[config.mk]
export PLATFORM = sky130hd
export DESIGN_NAME = sae_cell
export DESIGN_NICKNAME = d
export VERILOG_FILES = /design/src/rtl/core/sae_pkg.sv /design/src/rtl/core/sae_cell.sv
export SDC_FILE = /design/constraint.sdc
export NUM_CORES = 1
export LEC_CHECK = 0
export ABC_AREA = 1
export BUFFER_PORTS_ARGS = -buffer_cell sky130_fd_sc_hd__buf_2
export CAP_MARGIN = 20
export CORE_MARGIN = 2
export CORE_UTILIZATION = 45
export CTS_CLUSTER_SIZE = 30
export DETAILED_ROUTE_END_ITERATION = 10
export PLACE_DENSITY = 0.71
export SLEW_MARGIN = 30
export SYNTH_ARGS = -nofsm -noshare
export SYNTH_HDL_FRONTEND = slang
export SYNTH_SLANG_ARGS = --single-unit
[constraint.sdc]
create_clock -name clk -period 6.9 [get_ports clk]
set_input_delay 1.38 -clock clk [delete_from_list [all_inputs] [get_ports clk]]
set_output_delay 1.38 -clock clk [all_outputs]
set_load 0.02 [all_outputs]
[src/rtl/core/sae_pkg.sv]
package sae_pkg;

  localparam int CAPACITY   = 64;
  localparam int DATA_WIDTH = 32;
  localparam int IDX_W      = (CAPACITY > 1) ? $clog2(CAPACITY) : 1;
  localparam int CNT_W      = $clog2(CAPACITY + 1);

  // command codes
  localparam logic [2:0] CMD_APPEND = 3'd0;
  localparam logic [2:0] CMD_REMOVE = 3'd1;
  localparam logic [2:0] CMD_READ   = 3'd2;
  localparam logic [2:0] CMD_INSERT = 3'd3;
  localparam logic [2:0] CMD_SORTUP = 3'd4;
  localparam logic [2:0] CMD_SORTDN = 3'd5;
  localparam logic [2:0] CMD_COUNT  = 3'd6;
  localparam logic [2:0] CMD_DUMP   = 3'd7;

  // status codes
  localparam logic [1:0] ST_OK    = 2'd0;
  localparam logic [1:0] ST_ERR   = 2'd1;
  localparam logic [1:0] ST_EMPTY = 2'd2;

  // cell operations
  localparam logic [1:0] CELL_HOLD   = 2'd0;
  localparam logic [1:0] CELL_INSERT = 2'd1;
  localparam logic [1:0] CELL_ROTATE = 2'd2;
  localparam logic [1:0] CELL_SORT   = 2'd3;

  typedef logic signed [DATA_WIDTH-1:0] word_t;

  typedef struct packed {
    logic [2:0]         command;
    logic [5:0]         position;
    logic signed [31:0] value;
  } in_item_t;

  typedef struct packed {
    logic signed [31:0] data;
    logic [6:0]         count;
    logic [1:0]         status;
    logic               last;
  } out_item_t;

  typedef struct packed {
    logic [1:0]       op;
    logic [CNT_W-1:0] at;
    logic [CNT_W-1:0] count;
    logic             phase;
    logic             desc;
    word_t            value;
  } cell_ctl_t;

endpackage

[src/rtl/core/sae_cell.sv]
module sae_cell (
  input  logic                    clk,
  input  logic [sae_pkg::IDX_W-1:0] idx,
  input  sae_pkg::cell_ctl_t      ctl,
  input  sae_pkg::word_t          left_val,
  input  sae_pkg::word_t          right_val,
  output sae_pkg::word_t          val
);

  sae_pkg::word_t           val_r;
  sae_pkg::word_t           val_nxt;
  logic [sae_pkg::CNT_W-1:0] idx_w;
  logic                     pair_left;
  logic                     pair_right;
  logic                     swap_left;
  logic                     swap_right;

  assign idx_w = sae_pkg::CNT_W'(idx);

  // odd-even transposition: this cell is the lower or upper member of a pair
  assign pair_left  = (idx[0] == ctl.phase) &&
                      ((idx_w + sae_pkg::CNT_W'(1)) < ctl.count);
  assign pair_right = (idx[0] != ctl.phase) && (idx_w != '0) && (idx_w < ctl.count);
  assign swap_left  = ctl.desc ? (right_val > val_r) : (val_r > right_val);
  assign swap_right = ctl.desc ? (val_r > left_val) : (left_val > val_r);

  always_comb begin
    val_nxt = val_r;
    case (ctl.op)
      sae_pkg::CELL_INSERT: begin
        if (idx_w > ctl.at) begin
          val_nxt = left_val;
        end else if (idx_w == ctl.at) begin
          val_nxt = ctl.value;
        end
      end
      sae_pkg::CELL_ROTATE: begin
        val_nxt = right_val;
      end
      sae_pkg::CELL_SORT: begin
        if (pair_left && swap_left) begin
          val_nxt = right_val;
        end else if (pair_right && swap_right) begin
          val_nxt = left_val;
        end
      end
      default: begin
        val_nxt = val_r;
      end
    endcase
  end

  always_ff @(posedge clk) begin
    val_r <= val_nxt;
  end

  assign val = val_r;

endmodule

### Word level (Yosys, flattened, before mapping)

Cells that the tools add are included.

* shift operators: 0
* reduce and logical (&&, ||, !) cells: 8
* equality and inequality tests: 8
* multipliers: 0
* bitwise gates (word level): 0
* magnitude comparators: 7
* divide/modulo/power cells: 0
* multiplexer cells: 7
* add/sub/neg operators: 1

Operator list (number)
* $gt 32x32->1: 4
* $mux 32: 4
* $pmux 32 s3: 1
* $add 6x1->7 const B: 1
* $eq 6x7->1: 1
* $gt 6x7->1: 1
* $lt 6x7->1: 1
* $lt 7x7->1: 1
* $reduce_bool 7->1: 1
* $ne 3x3->1 const B: 2
* $logic_and 1x1->1: 5
* $eq 2x2->1 const B: 2
* $reduce_and 3->1: 1
* $reduce_bool 3->1: 1
* $eq 2x1->1 const B: 1
* $mux 1: 2
* $eq 1x1->1: 1
* $ne 1x1->1: 1

* memories kept: 0
* bits in registers: 32
* latch bits: 0
* RAM bits: 0
* logic and storage cells: 32
* memory bits (read-only): 0

### Logic depth before layout (Yosys ltp)

Gate-level depths: netlist (run 1).

* depth in word-level cells: 7
* mapped depth: 22

### Least setup slack after synthesis (run 1)

No wires, ideal clock.

* path kind: input -> register
* start point: input idx[0] in the netlist's numbering
* end point: register val_r[0], in the netlist val[0], enable pin
* stages: 14
* slack: 2.919 ns
* path buffers: 0
* arrival time: 3.595 ns
* cell sequence: ha_1 a31o_2 nand2_1 inv_1 ha_1 a21oi_1 o21ai_0 nor3_4 nand2_2 inv_6 nand2_8 nand3_1 nand2_1 inv_1

* cells in the longest elaborated chain, start to end: 6

RTL lines
* from (decl): RTL line sae_cell.sv:3 `input logic [sae_pkg::IDX_W-1:0] idx,`
* $add 6x1->7, or another cell as far along: RTL line sae_cell.sv:22 `((idx_w + sae_pkg::CNT_W'(1)) < ctl.count);`
* $lt 7x7->1 or $logic_and 1x1->1 (tied branches): RTL line sae_cell.sv:22, sae_cell.sv:23
* $logic_and 1x1->1, on equally long branches: RTL line sae_cell.sv:21, sae_cell.sv:23
* $logic_and 1x1->1, on equally long branches: RTL line sae_cell.sv:41, sae_cell.sv:43
* $ne 3x3->1 (no line)
* $reduce_and 3->1 (no line) *
* to (signal assigned): RTL line sae_cell.sv:54 `val_r <= val_nxt;`
* to (decl): RTL line sae_cell.sv:10 `sae_pkg::word_t val_r;`

Mark *: on every way between the ends. The rest lies on a longest branch, timed or not.
A chain may end at the register's enable or synchronous reset.

### Final worst setup path (run 1)

* start point: input idx[0] in the netlist's numbering
* end point: register val_r[12], in the netlist val[12], enable pin

The elaborated chain is that of the path after synthesis.

==> results of run 1 <==
## Yosys cell counts, drive strengths merged (4+ instances only)
cell type and instances:
nand3 77, a21oi 39, nor2 24, o21a 4, o21ai 42, nand2 177
edfxtp 32, clkbuf 11, a22oi 32, ha 86, nand4 7, buf 14
xor2 4, inv 133
## path summary, 6_finish.rpt
kind / start / endpoint / depth (start not counted)
max: idx[0] / val[12]$_DFFE_PP_ / 16
min: val[0]$_DFFE_PP_ / val[0]$_DFFE_PP_ / 8
max reg2reg: val[5]$_DFFE_PP_ / val[12]$_DFFE_PP_ / 17
min reg2reg: val[0]$_DFFE_PP_ / val[0]$_DFFE_PP_ / 8
## routing by layer
metal  global-route usage [%]  wire [um]  vias up
met1                     28.0       5960     2233
li1                         -          -     2582
met3                     3.61        836       18
met2                     39.6       6600      149
met5                        0          0        -
met4                     4.83        213        0
## per-stage QoR
stage               hold slack [ns]  util (%)  worst slack, ns  total power, mW  cells
floorplan                      1.28         -             2.92            0.668    694
global placement               1.31      51.8             2.23            0.793    966
detailed placement             1.30      51.9             2.19            0.802    966
CTS                            1.32      53.2             2.47             1.02    974
global route                   1.36      53.2             2.20             1.10    974
finish                         1.29      53.2             2.53             1.02    974
## cells by family after synthesis
logic type      share of synthesized area [%]
fa+ha+maj                                20.9
simple gates                             30.5
compound gates                           14.2
xor+xnor                                0.682
flops                                    18.7
buf+inv                                  15.0
## cell type report
| cell class | count | share of cell area (%) |
|---|---|---|
| flip-flops and latches | 32 | 16.0 |
| inverters | 133 | 8.41 |
| well taps | 143 | 2.98 |
| multi-input cells | 503 | 57.1 |
| clock buffers | 5 | 2.09 |
| repair buffers | 155 | 13.1 |
| clock inverters | 3 | 0.313 |
## where the power goes
part / internal, mW / switching, mW
Clock: 0.133 / 0.0876
Sequential: 0.258 / 0.0285
Combinational: 0.187 / 0.324
Total: 0.578 / 0.440
## worst max-delay path, cell delays in order
cell and delay [ns]:
sky130_fd_sc_hd__buf_2 0.13, sky130_fd_sc_hd__ha_1 0.24, sky130_fd_sc_hd__a31o_2 0.21, sky130_fd_sc_hd__nand2_1 0.05, sky130_fd_sc_hd__inv_1 0.04, sky130_fd_sc_hd__ha_1 0.28
sky130_fd_sc_hd__a21oi_1 0.15, sky130_fd_sc_hd__o21ai_0 0.14, sky130_fd_sc_hd__nor3_4 0.19, sky130_fd_sc_hd__nand2_2 0.10, sky130_fd_sc_hd__inv_6 0.23, sky130_fd_sc_hd__nand2_8 0.28
sky130_fd_sc_hd__nand3_1 0.17, sky130_fd_sc_hd__nand2_1 0.06, sky130_fd_sc_hd__inv_1 0.25, sky130_fd_sc_hd__buf_4 0.40
==> parameters.txt, run 1 <==
Parameter                              Value

STA
  FMAX    229 MHz
  Final-report setup violation count    0
  Worst clock skew on the final layout    0.00621 ns
  Actual transition at the worst max-transition pin    0.786 ns
  Final Max Tran Viols    0
  Post-route clock period utilization    63.3%
  Hold Violations, Final    0
  Setup repair after global routing missed its margin    false
  Setup TNS    0 ns
  Max-slew headroom    47.5%
  Crit path time final    4.37 ns

Clocking
  Setup Fix Bufs, Post-CTS    0
  TritonCTS clock tree    built
  Number of buffers added by the clock tree synthesis step    5
  Hold buffers post-CTS    0
  Root cell of the clock tree    sky130_fd_sc_hd__clkbuf_16
  Number of buffers between clock root and the deepest sink    2
  Clock Latency Late Sink    0.28 ns
  Clock-pin slew on the worst setup and hold paths    0.05 ns
  H-tree depth    2
  Post-cts resize count    0
  Clock sink count    32

Setup path
  Kind of launch point of the worst setup path    input port
  Critical path arrival    4.31 ns
  Worst-path fanout max    33
  Capturing element type of the critical path    flip-flop
  R2R setup slack    3.45 ns
  Req. time, crit path    6.84 ns
  Worst setup path category    input port to flip-flop

Floorplanning
  Number of ports placed on the die boundary    153
  Core outline area    11300 um2
  Vertical extent of the die    111 um
  Row Count    39
  Die footprint    12300 um2
  Die Width    111 um
  Starting Density    45.6%

Placement
  Final Wtd Congestion    0.860
  DP Area    5850 um2
  Post-detail-place hpwl    10.7 mm
  Port buffer count    152

Synth
  Top cells by area, synth    sky130_fd_sc_hd__ha_1 21%, sky130_fd_sc_hd__edfxtp_1 19%, sky130_fd_sc_hd__inv_1 9.5%
  Post-synthesis cell type with the largest combined area    sky130_fd_sc_hd__ha_1
  Count of cell types in the netlist    40
  Sequential-to-total area share from yosys stat    18.7%
  Synthesized area    5140 um2
  Area share of the largest cell type after synthesis    20.9%
  Mean post-synth cell area    7.40 um2
  Syn_nets    901
  Mapped Cells    694
  Post-synth EDFFs    32
  Post-synthesis sequential element count    32
  Async S/R FF share, synth    0%
  Warnings, synthesis    0
  Most used flip-flop cell after synthesis    sky130_fd_sc_hd__edfxtp_1

Cells and area
  Filler Cell Count    1134
  Sequential cell area in the final layout    961 um2
  Most frequent cells in the layout    152 x sky130_fd_sc_hd__buf_2, 130 x sky130_fd_sc_hd__inv_1, 123 x sky130_fd_sc_hd__nand2_1
  Diode insertion count for antenna repair    0
  Multi-input gate area in the final layout    3430 um2
  Post-synthesis to final-layout area growth    16.7%
  Post-route standard cell area excluding fillers    6000 um2
  Fraction of layout instances using a drive strength above 1    31.4%
  Number of flip-flops in the largest register    32
  Final layout net count    1037
  Most common library cell in the layout ignoring fill and taps    sky130_fd_sc_hd__buf_2

Global routing
  GRT Total Usage    22.1%
  Largest net degree at the start of global routing    65
  Via count of the first global-routing pass    4881
  Antenna violations before repair    0
  First-pass GRT wire length    22.6 mm
  Overall overflow remaining after global route    0

Drt
  Average vias per placed instance    5.11
  Post-detailed-route count of antenna-violating nets    0
  First DRT Iteration DRCs    275
  DRC violation count after routing    0
  Number of iterations in the first detailed-routing pass    5
  Total length of routed wires    13.6 mm
  Routed wirelength normalized by instance count    14.0 um
  Number of vias after detailed routing    4982

Flow run
  Maxcap violations    0

Power and ir drop
  Leakage power of the design    3.34 nW
  Max VDD drop    97.5 uV
  Areal power density over the cells    170 nW/um2

Hold path
  Tightest Hold Check Type    flip-flop to flip-flop

Status
  Status    finished, final reports clean
No activity file was read; power rests on OpenSTA's default activity.
==> run 2: changes to the inputs <==
- ABC_AREA: 1 -> 0
- PLACE_DENSITY: 0.71 -> 0.77
- clock period: 6.9 -> 3.5 ns (I/O delays scaled with it)
==> parameters.txt, run 2 <==
Parameter                              Value

Setup path
  Capturing element type of the critical path    flip-flop (unchanged)
  Worst-path fanout max    23 (was 33)
  Max incr delay on CP    0.53 ns (was 0.40 ns)
  Cell-by-cell trace of the critical path    buf_2, ha_4, xor2_1, ha_1, a21o_1, a31oi_1, o21a_1, o2111ai_2, a22oi_2, nor2_8, o21bai_4, a221o_1 (was buf_2, ha_1, a31o_2, nand2_1, inv_1, ha_1, a21oi_1, o21ai_0, nor3_4, nand2_2, inv_6, nand2_8, nand3_1, nand2_1, inv_1, buf_4)
  Req. time, crit path    3.65 ns (was 6.84 ns)
  Critical path arrival    3.46 ns (was 4.31 ns)
  Worst setup path category    input port to flip-flop (unchanged)
  Kind of launch point of the worst setup path    input port (unchanged)
  CP max stage cell    sky130_fd_sc_hd__o21bai_4 (was sky130_fd_sc_hd__buf_4)

STA
  Max-slew headroom    52.5% (was 47.5%)
  Final Max Tran Viols    0 (unchanged)
  Worst clock skew on the final layout    0.0104 ns (was 0.00621 ns)
  FMAX    302 MHz
  Post-route clock period utilization    94.5%
  Crit path time final    3.31 ns
  Setup repair after global routing missed its margin    false (unchanged)
  Hold Violations, Final    0 (unchanged)
  PnR worst setup slack    0.191 ns (was 2.53 ns)
  Actual transition at the worst max-transition pin    0.712 ns (was 0.786 ns)
  Final-report setup violation count    0 (unchanged)

Drt
  Total length of routed wires    12.2 mm (was 13.6 mm)
  Number of vias after detailed routing    4215 (was 4982)
  DRC violation count after routing    0 (unchanged)
  Post-detailed-route count of antenna-violating nets    0 (unchanged)
  First DRT Iteration DRCs    182 (was 275)
  Routed wirelength normalized by instance count    16.6 um (was 14.0 um)
  Number of iterations in the first detailed-routing pass    4 (was 5)
  Average vias per placed instance    5.74 (was 5.11)

Synth
  Count of cell types in the netlist    51 (was 40)
  Warnings, synthesis    0 (unchanged)
  Synth top cells by count    86 x sky130_fd_sc_hd__ha_1, 81 x sky130_fd_sc_hd__inv_1, 40 x sky130_fd_sc_hd__mux2i_1 (was 130 x sky130_fd_sc_hd__inv_1, 123 x sky130_fd_sc_hd__nand2_1, 86 x sky130_fd_sc_hd__ha_1)
  Post-synthesis cell type with the largest combined area    sky130_fd_sc_hd__ha_1 (unchanged)
  Async S/R FF share, synth    0% (unchanged)
  Syn_nets    669 (was 901)
  Most used flip-flop cell after synthesis    sky130_fd_sc_hd__edfxtp_1 (unchanged)
  Post-synth EDFFs    32 (unchanged)
  Area share of the largest cell type after synthesis    25.5% (was 20.9%)
  Mapped Cells    462 (was 694)
  Mean post-synth cell area    9.13 um2 (was 7.40 um2)
  Most common cell in the synthesized netlist    sky130_fd_sc_hd__ha_1 (was sky130_fd_sc_hd__inv_1)
  Post-synthesis sequential element count    32 (unchanged)
  Sequential-to-total area share from yosys stat    22.8% (was 18.7%)
  Synthesized area    4220 um2 (was 5140 um2)
  Top cells by area, synth    sky130_fd_sc_hd__ha_1 26%, sky130_fd_sc_hd__edfxtp_1 23%, sky130_fd_sc_hd__mux2i_1 9.5% (was sky130_fd_sc_hd__ha_1 21%, sky130_fd_sc_hd__edfxtp_1 19%, sky130_fd_sc_hd__inv_1 9.5%)

Power and ir drop
  Overall Power    1.70 mW (was 1.02 mW)
  Switching pwr    0.686 mW (was 0.440 mW)
  Max VDD drop    156 uV (was 97.5 uV)
  Sw frac    40.3% (was 43.2%)
  Seq pwr share    32.6% (was 28.1%)
  Clock group share of total power    16.7% (was 21.7%)
  Combinational share of power    50.7% (was 50.2%)
  Leakage power of the design    2.95 nW (was 3.34 nW)
  Cell internal pwr    1.01 mW (was 0.578 mW)
  Areal power density over the cells    321 nW/um2 (was 170 nW/um2)

Floorplanning
  Core outline area    9150 um2 (was 11300 um2)
  Row Count    35 (was 39)
  Vertical extent of the die    101 um (was 111 um)
  Die Width    101 um (was 111 um)
  Starting Density    46.1% (was 45.6%)
  Number of ports placed on the die boundary    153 (unchanged)
  Die footprint    10200 um2 (was 12300 um2)

Global routing
  First-pass GRT wire length    19.4 mm (was 22.6 mm)
  Via count of the first global-routing pass    4268 (was 4881)
  Overall overflow remaining after global route    0 (unchanged)
  GRT Total Usage    23.8% (was 22.1%)
  Largest net degree at the start of global routing    33 (was 65)
  Antenna violations before repair    0 (unchanged)

Cells and area
  Most common library cell in the layout ignoring fill and taps    sky130_fd_sc_hd__buf_2 (unchanged)
  Most frequent cells in the layout    152 x sky130_fd_sc_hd__buf_2, 85 x sky130_fd_sc_hd__ha_1, 81 x sky130_fd_sc_hd__inv_1 (was 152 x sky130_fd_sc_hd__buf_2, 130 x sky130_fd_sc_hd__inv_1, 123 x sky130_fd_sc_hd__nand2_1)
  Fraction of layout instances using a drive strength above 1    30.0% (was 31.4%)
  Number of flip-flops in the largest register    32 (unchanged)
  Sequential cell area in the final layout    961 um2 (unchanged)
  Multi-input gate area in the final layout    2950 um2 (was 3430 um2)
  Filler Cell Count    805 (was 1134)
  Post-synthesis to final-layout area growth    25.7% (was 16.7%)
  Diode insertion count for antenna repair    0 (unchanged)
  Final layout net count    829 (was 1037)

Clocking
  H-tree depth    2 (unchanged)
  TritonCTS clock tree    built (unchanged)
  Post-cts resize count    0 (unchanged)
  Setup Fix Bufs, Post-CTS    0 (unchanged)
  Number of buffers between clock root and the deepest sink    2 (unchanged)
  Root cell of the clock tree    sky130_fd_sc_hd__clkbuf_8 (was sky130_fd_sc_hd__clkbuf_16)
  Clock Latency Late Sink    0.29 ns (was 0.28 ns)
  Hold buffers post-CTS    0 (unchanged)
  Clock sink count    32 (unchanged)
  Number of buffers added by the clock tree synthesis step    5 (unchanged)
  Clock-pin slew on the worst setup and hold paths    0.07 ns (was 0.05 ns)

Placement
  Port buffer count    152 (unchanged)
  Post-detail-place hpwl    10.1 mm (was 10.7 mm)
  Final Wtd Congestion    0.892 (was 0.860)
  Worst slack, placed    -0.0926 ns (was 2.19 ns)

Status
  Status    finished, final reports clean (unchanged)

Flow run
  Maxcap violations    0 (unchanged)

Hold path
  Tightest Hold Check Type    input port to flip-flop (was flip-flop to flip-flop)
-- run 2: cell count changes after synthesis, moves of 10 or more --
cell | previous run | this run
sky130_fd_sc_hd__o21ai_0 | 41 | 5
sky130_fd_sc_hd__a21o_1 | 1 | 11
sky130_fd_sc_hd__nand3_1 | 45 | 10
sky130_fd_sc_hd__a21oi_1 | 38 | 26
sky130_fd_sc_hd__nand2_1 | 123 | 24
sky130_fd_sc_hd__mux2i_1 | 0 | 40
sky130_fd_sc_hd__a22oi_1 | 32 | 0
sky130_fd_sc_hd__nand3_2 | 32 | 0
sky130_fd_sc_hd__inv_1 | 130 | 81
sky130_fd_sc_hd__a221o_1 | 0 | 25
sky130_fd_sc_hd__nand2_2 | 50 | 0
-- run 2: layout make-up --
class	count	share of cell area (%)
tap	111	2.62
sequential	32	18.1
clock inverter	1	0.0708
clock buffer	7	1.44
multi-input combinational	336	55.7
timing repair buffer	166	16.3
inverter	81	5.74
-- run 2: logic make-up after synthesis --
family / synth area share, %
AOI/OAI and AO/OA: 20.3
xor gates and xnor gates: 1.04
adders and majority gates: 25.5
buffers and inverters: 8.78
DFF: 22.8
muxes: 9.76
and+or+nand+nor: 11.8
-- run 2: power groups by stage --
stage / clock network, mW / logic, mW / registers (mW)
global placement: 0 / 0.826 / 0.560
finish: 0.284 / 0.862 / 0.555
global route: 0.304 / 0.953 / 0.562
detailed placement: 0 / 0.855 / 0.563
CTS: 0.290 / 0.861 / 0.555
floorplan: 0 / 0.492 / 0.618
-- run 2: critical path, delay by kind of cell --
family / cells / cell delay [ns]
buffers and inverters: 1 / 0.14
xor gates and xnor gates: 1 / 0.14
AOI/OAI and AO/OA: 7 / 1.90
adders and majority gates: 2 / 0.49
and+or+nand+nor: 1 / 0.07
-- run 2: routing by layer --
metal	up-vias	global-route usage, %	share of wire (%)
li1	2047	-	-
met1	1972	29.4	43
met2	179	41.1	48
met3	17	5.20	7.5
met4	0	7.27	1.5
met5	-	0	0
-- run 2: final timing paths --
path / cells past startpoint / startpoint / slack, ns / endpoint
min reg2reg: 6 / val[31]$_DFFE_PP_ / 1.53 / val[0]$_DFFE_PP_
max reg2reg: 11 / val[5]$_DFFE_PP_ / 0.34 / val[31]$_DFFE_PP_
min: 2 / right_val[28] / 0.73 / val[28]$_DFFE_PP_
max: 12 / idx[0] / 0.19 / val[31]$_DFFE_PP_
-- run 2: through the flow --
stage / cells / setup TNS [ns] / hold slack [ns] / utilization (%) / instance area [um2]
floorplan: 462 / -10.29 / 0.899 / - / 4270
global route: 734 / 0 / 0.728 / 57.9 / 5300
detailed placement: 726 / -4.39 / 1.02 / 57.0 / 5220
CTS: 734 / 0 / 0.723 / 57.9 / 5300
global placement: 726 / -1.07 / 1.02 / 57.0 / 5220
finish: 734 / 0 / 0.730 / 57.9 / 5300
==> run 3: changes to the inputs <==
- CTS_BUF_LIST: unset -> sky130_fd_sc_hd__clkbuf_4
==> parameters.txt, run 3 (synthesis gave the netlist of run 2 again) <==
Parameter                              Value

Status
  Status    finished, final reports clean (unchanged)

Power and ir drop
  Overall Power    1.65 mW (was 1.70 mW)
  Max VDD drop    153 uV (was 156 uV)
  Areal power density over the cells    312 nW/um2 (was 321 nW/um2)
  Leakage power of the design    2.94 nW (was 2.95 nW)

Clocking
  Root cell of the clock tree    sky130_fd_sc_hd__clkbuf_4 (was sky130_fd_sc_hd__clkbuf_8)
  Number of buffers added by the clock tree synthesis step    5 (unchanged)
  TritonCTS clock tree    built (unchanged)
  H-tree depth    2 (unchanged)
  Setup Fix Bufs, Post-CTS    0 (unchanged)
  Clock-pin slew on the worst setup and hold paths    0.11 ns (was 0.07 ns)
  Clock sink count    32 (unchanged)
  Number of buffers between clock root and the deepest sink    2 (unchanged)
  Hold buffers post-CTS    0 (unchanged)
  Post-cts resize count    0 (unchanged)
  Clock Latency Late Sink    0.34 ns (was 0.29 ns)

Placement
  Post-detail-place hpwl    10.1 mm (unchanged)
  Final Wtd Congestion    0.892 (unchanged)
  Placed insts    726 (unchanged)
  Port buffer count    152 (unchanged)

Floorplanning
  Starting Density    46.1% (unchanged)
  Row Count    35 (unchanged)
  Vertical extent of the die    101 um (unchanged)
  Die Width    101 um (unchanged)
  Die footprint    10200 um2 (unchanged)
  Number of ports placed on the die boundary    153 (unchanged)
  Core outline area    9150 um2 (unchanged)

Cells and area
  Final layout net count    829 (unchanged)
  Number of flip-flops in the largest register    32 (unchanged)
  Diode insertion count for antenna repair    0 (unchanged)
  Multi-input gate area in the final layout    2950 um2 (unchanged)
  Most frequent cells in the layout    152 x sky130_fd_sc_hd__buf_2, 85 x sky130_fd_sc_hd__ha_1, 81 x sky130_fd_sc_hd__inv_1 (unchanged)
  Number of cells in the finished layout apart from fillers    734 (unchanged)
  Filler Cell Count    803 (was 805)
  Most common library cell in the layout ignoring fill and taps    sky130_fd_sc_hd__buf_2 (unchanged)
  Sequential cell area in the final layout    961 um2 (unchanged)
  Fraction of layout instances using a drive strength above 1    30.3% (was 30.0%)
  Post-synthesis to final-layout area growth    25.1% (was 25.7%)

STA
  FMAX    306 MHz (was 302 MHz)
  Max-slew headroom    53.0% (was 52.5%)
  Setup repair after global routing missed its margin    false (unchanged)
  Crit path time final    3.27 ns (was 3.31 ns)
  Final Hold Slack    0.677 ns (was 0.730 ns)
  Actual transition at the worst max-transition pin    0.705 ns (was 0.712 ns)
  Hold Violations, Final    0 (unchanged)
  Final Max Tran Viols    0 (unchanged)
  Worst clock skew on the final layout    0.0139 ns (was 0.0104 ns)
  Post-route clock period utilization    93.5% (was 94.5%)
  Final-report setup violation count    0 (unchanged)

Global routing
  Overall overflow remaining after global route    0 (unchanged)
  Via count of the first global-routing pass    4240 (was 4268)
  Largest net degree at the start of global routing    33 (unchanged)
  GRT Total Usage    23.7% (was 23.8%)
  First-pass GRT wire length    19.3 mm (was 19.4 mm)
  Antenna violations before repair    0 (unchanged)

Setup path
  CP max stage cell    sky130_fd_sc_hd__o21bai_4 (unchanged)
  Max incr delay on CP    0.54 ns (was 0.53 ns)
  CP delay by family, top    compound AO/OA/AOI/OAI gates (unchanged)
  Bufs and invs on worst path    1 (unchanged)
  Cell-by-cell trace of the critical path    buf_2, ha_4, xor2_1, ha_1, a21o_1, a31oi_1, o21a_1, o2111ai_2, a22oi_2, nor2_8, o21bai_4, a221o_1 (unchanged)
  Req. time, crit path    3.70 ns (was 3.65 ns)
  Kind of launch point of the worst setup path    input port (unchanged)
  Capturing element type of the critical path    flip-flop (unchanged)
  Worst-path fanout max    23 (unchanged)
  Worst setup path category    input port to flip-flop (unchanged)
  Critical path arrival    3.48 ns (was 3.46 ns)

Drt
  Average vias per placed instance    5.74 (about the same)
  Total length of routed wires    12.1 mm (was 12.2 mm)
  Routed wirelength normalized by instance count    16.5 um (was 16.6 um)
  DRC violation count after routing    0 (unchanged)
  First DRT Iteration DRCs    192 (was 182)
  Post-detailed-route count of antenna-violating nets    0 (unchanged)
  Number of iterations in the first detailed-routing pass    5 (was 4)
  Number of vias after detailed routing    4216 (was 4215)

Hold path
  Tightest Hold Check Type    input port to flip-flop (unchanged)

Flow run
  Maxcap violations    0 (unchanged)
[run 3: cell type report]
class	count	share of cell area [%]
clock buffer	7	0.996
clock inverter	1	0.0712
multi-input combinational	336	55.9
inverter	81	5.76
sequential	32	18.2
timing repair buffer	166	16.4
tap	111	2.63
[run 3: where the power goes]
part	leakage (nW)	switching, mW	internal (mW)
combinational	2.59	0.488	0.372
sequential	0.312	0.0513	0.504
clock	0.0338	0.138	0.0929
total	2.94	0.677	0.968
[run 3: path summary, 6_finish.rpt]
kind	endpoint	from	cells after the start	slack, ns
worst min-delay path	val[23]$_DFFE_PP_	right_val[23]	2	0.68
worst min register to register	val[18]$_DFFE_PP_	val[31]$_DFFE_PP_	6	1.56
worst max-delay path	val[30]$_DFFE_PP_	idx[0]	12	0.23
worst max register to register	val[30]$_DFFE_PP_	val[5]$_DFFE_PP_	11	0.35
[run 3: stage by stage]
step	worst slack (ns)	cell area, um2	utilization, %	TNS [ns]
floorplan	-0.322	4270	-	-10.29
global placement	-0.0375	5220	57.0	-1.07
detailed placement	-0.0926	5220	57.0	-4.39
CTS	0.248	5280	57.6	0
global route	0.0718	5280	57.6	0
finish	0.229	5280	57.6	0
[run 3: metal layers]
| metal | up-vias | share of wire [%] | global-route usage (%) |
|---|---|---|---|
| met3 | 17 | 7.7 | 4.79 |
| met4 | 0 | 1.3 | 7.27 |
| met5 | - | 0 | 0 |
| met2 | 188 | 48 | 40.9 |
| li1 | 2049 | - | - |
| met1 | 1962 | 43 | 29.6 |
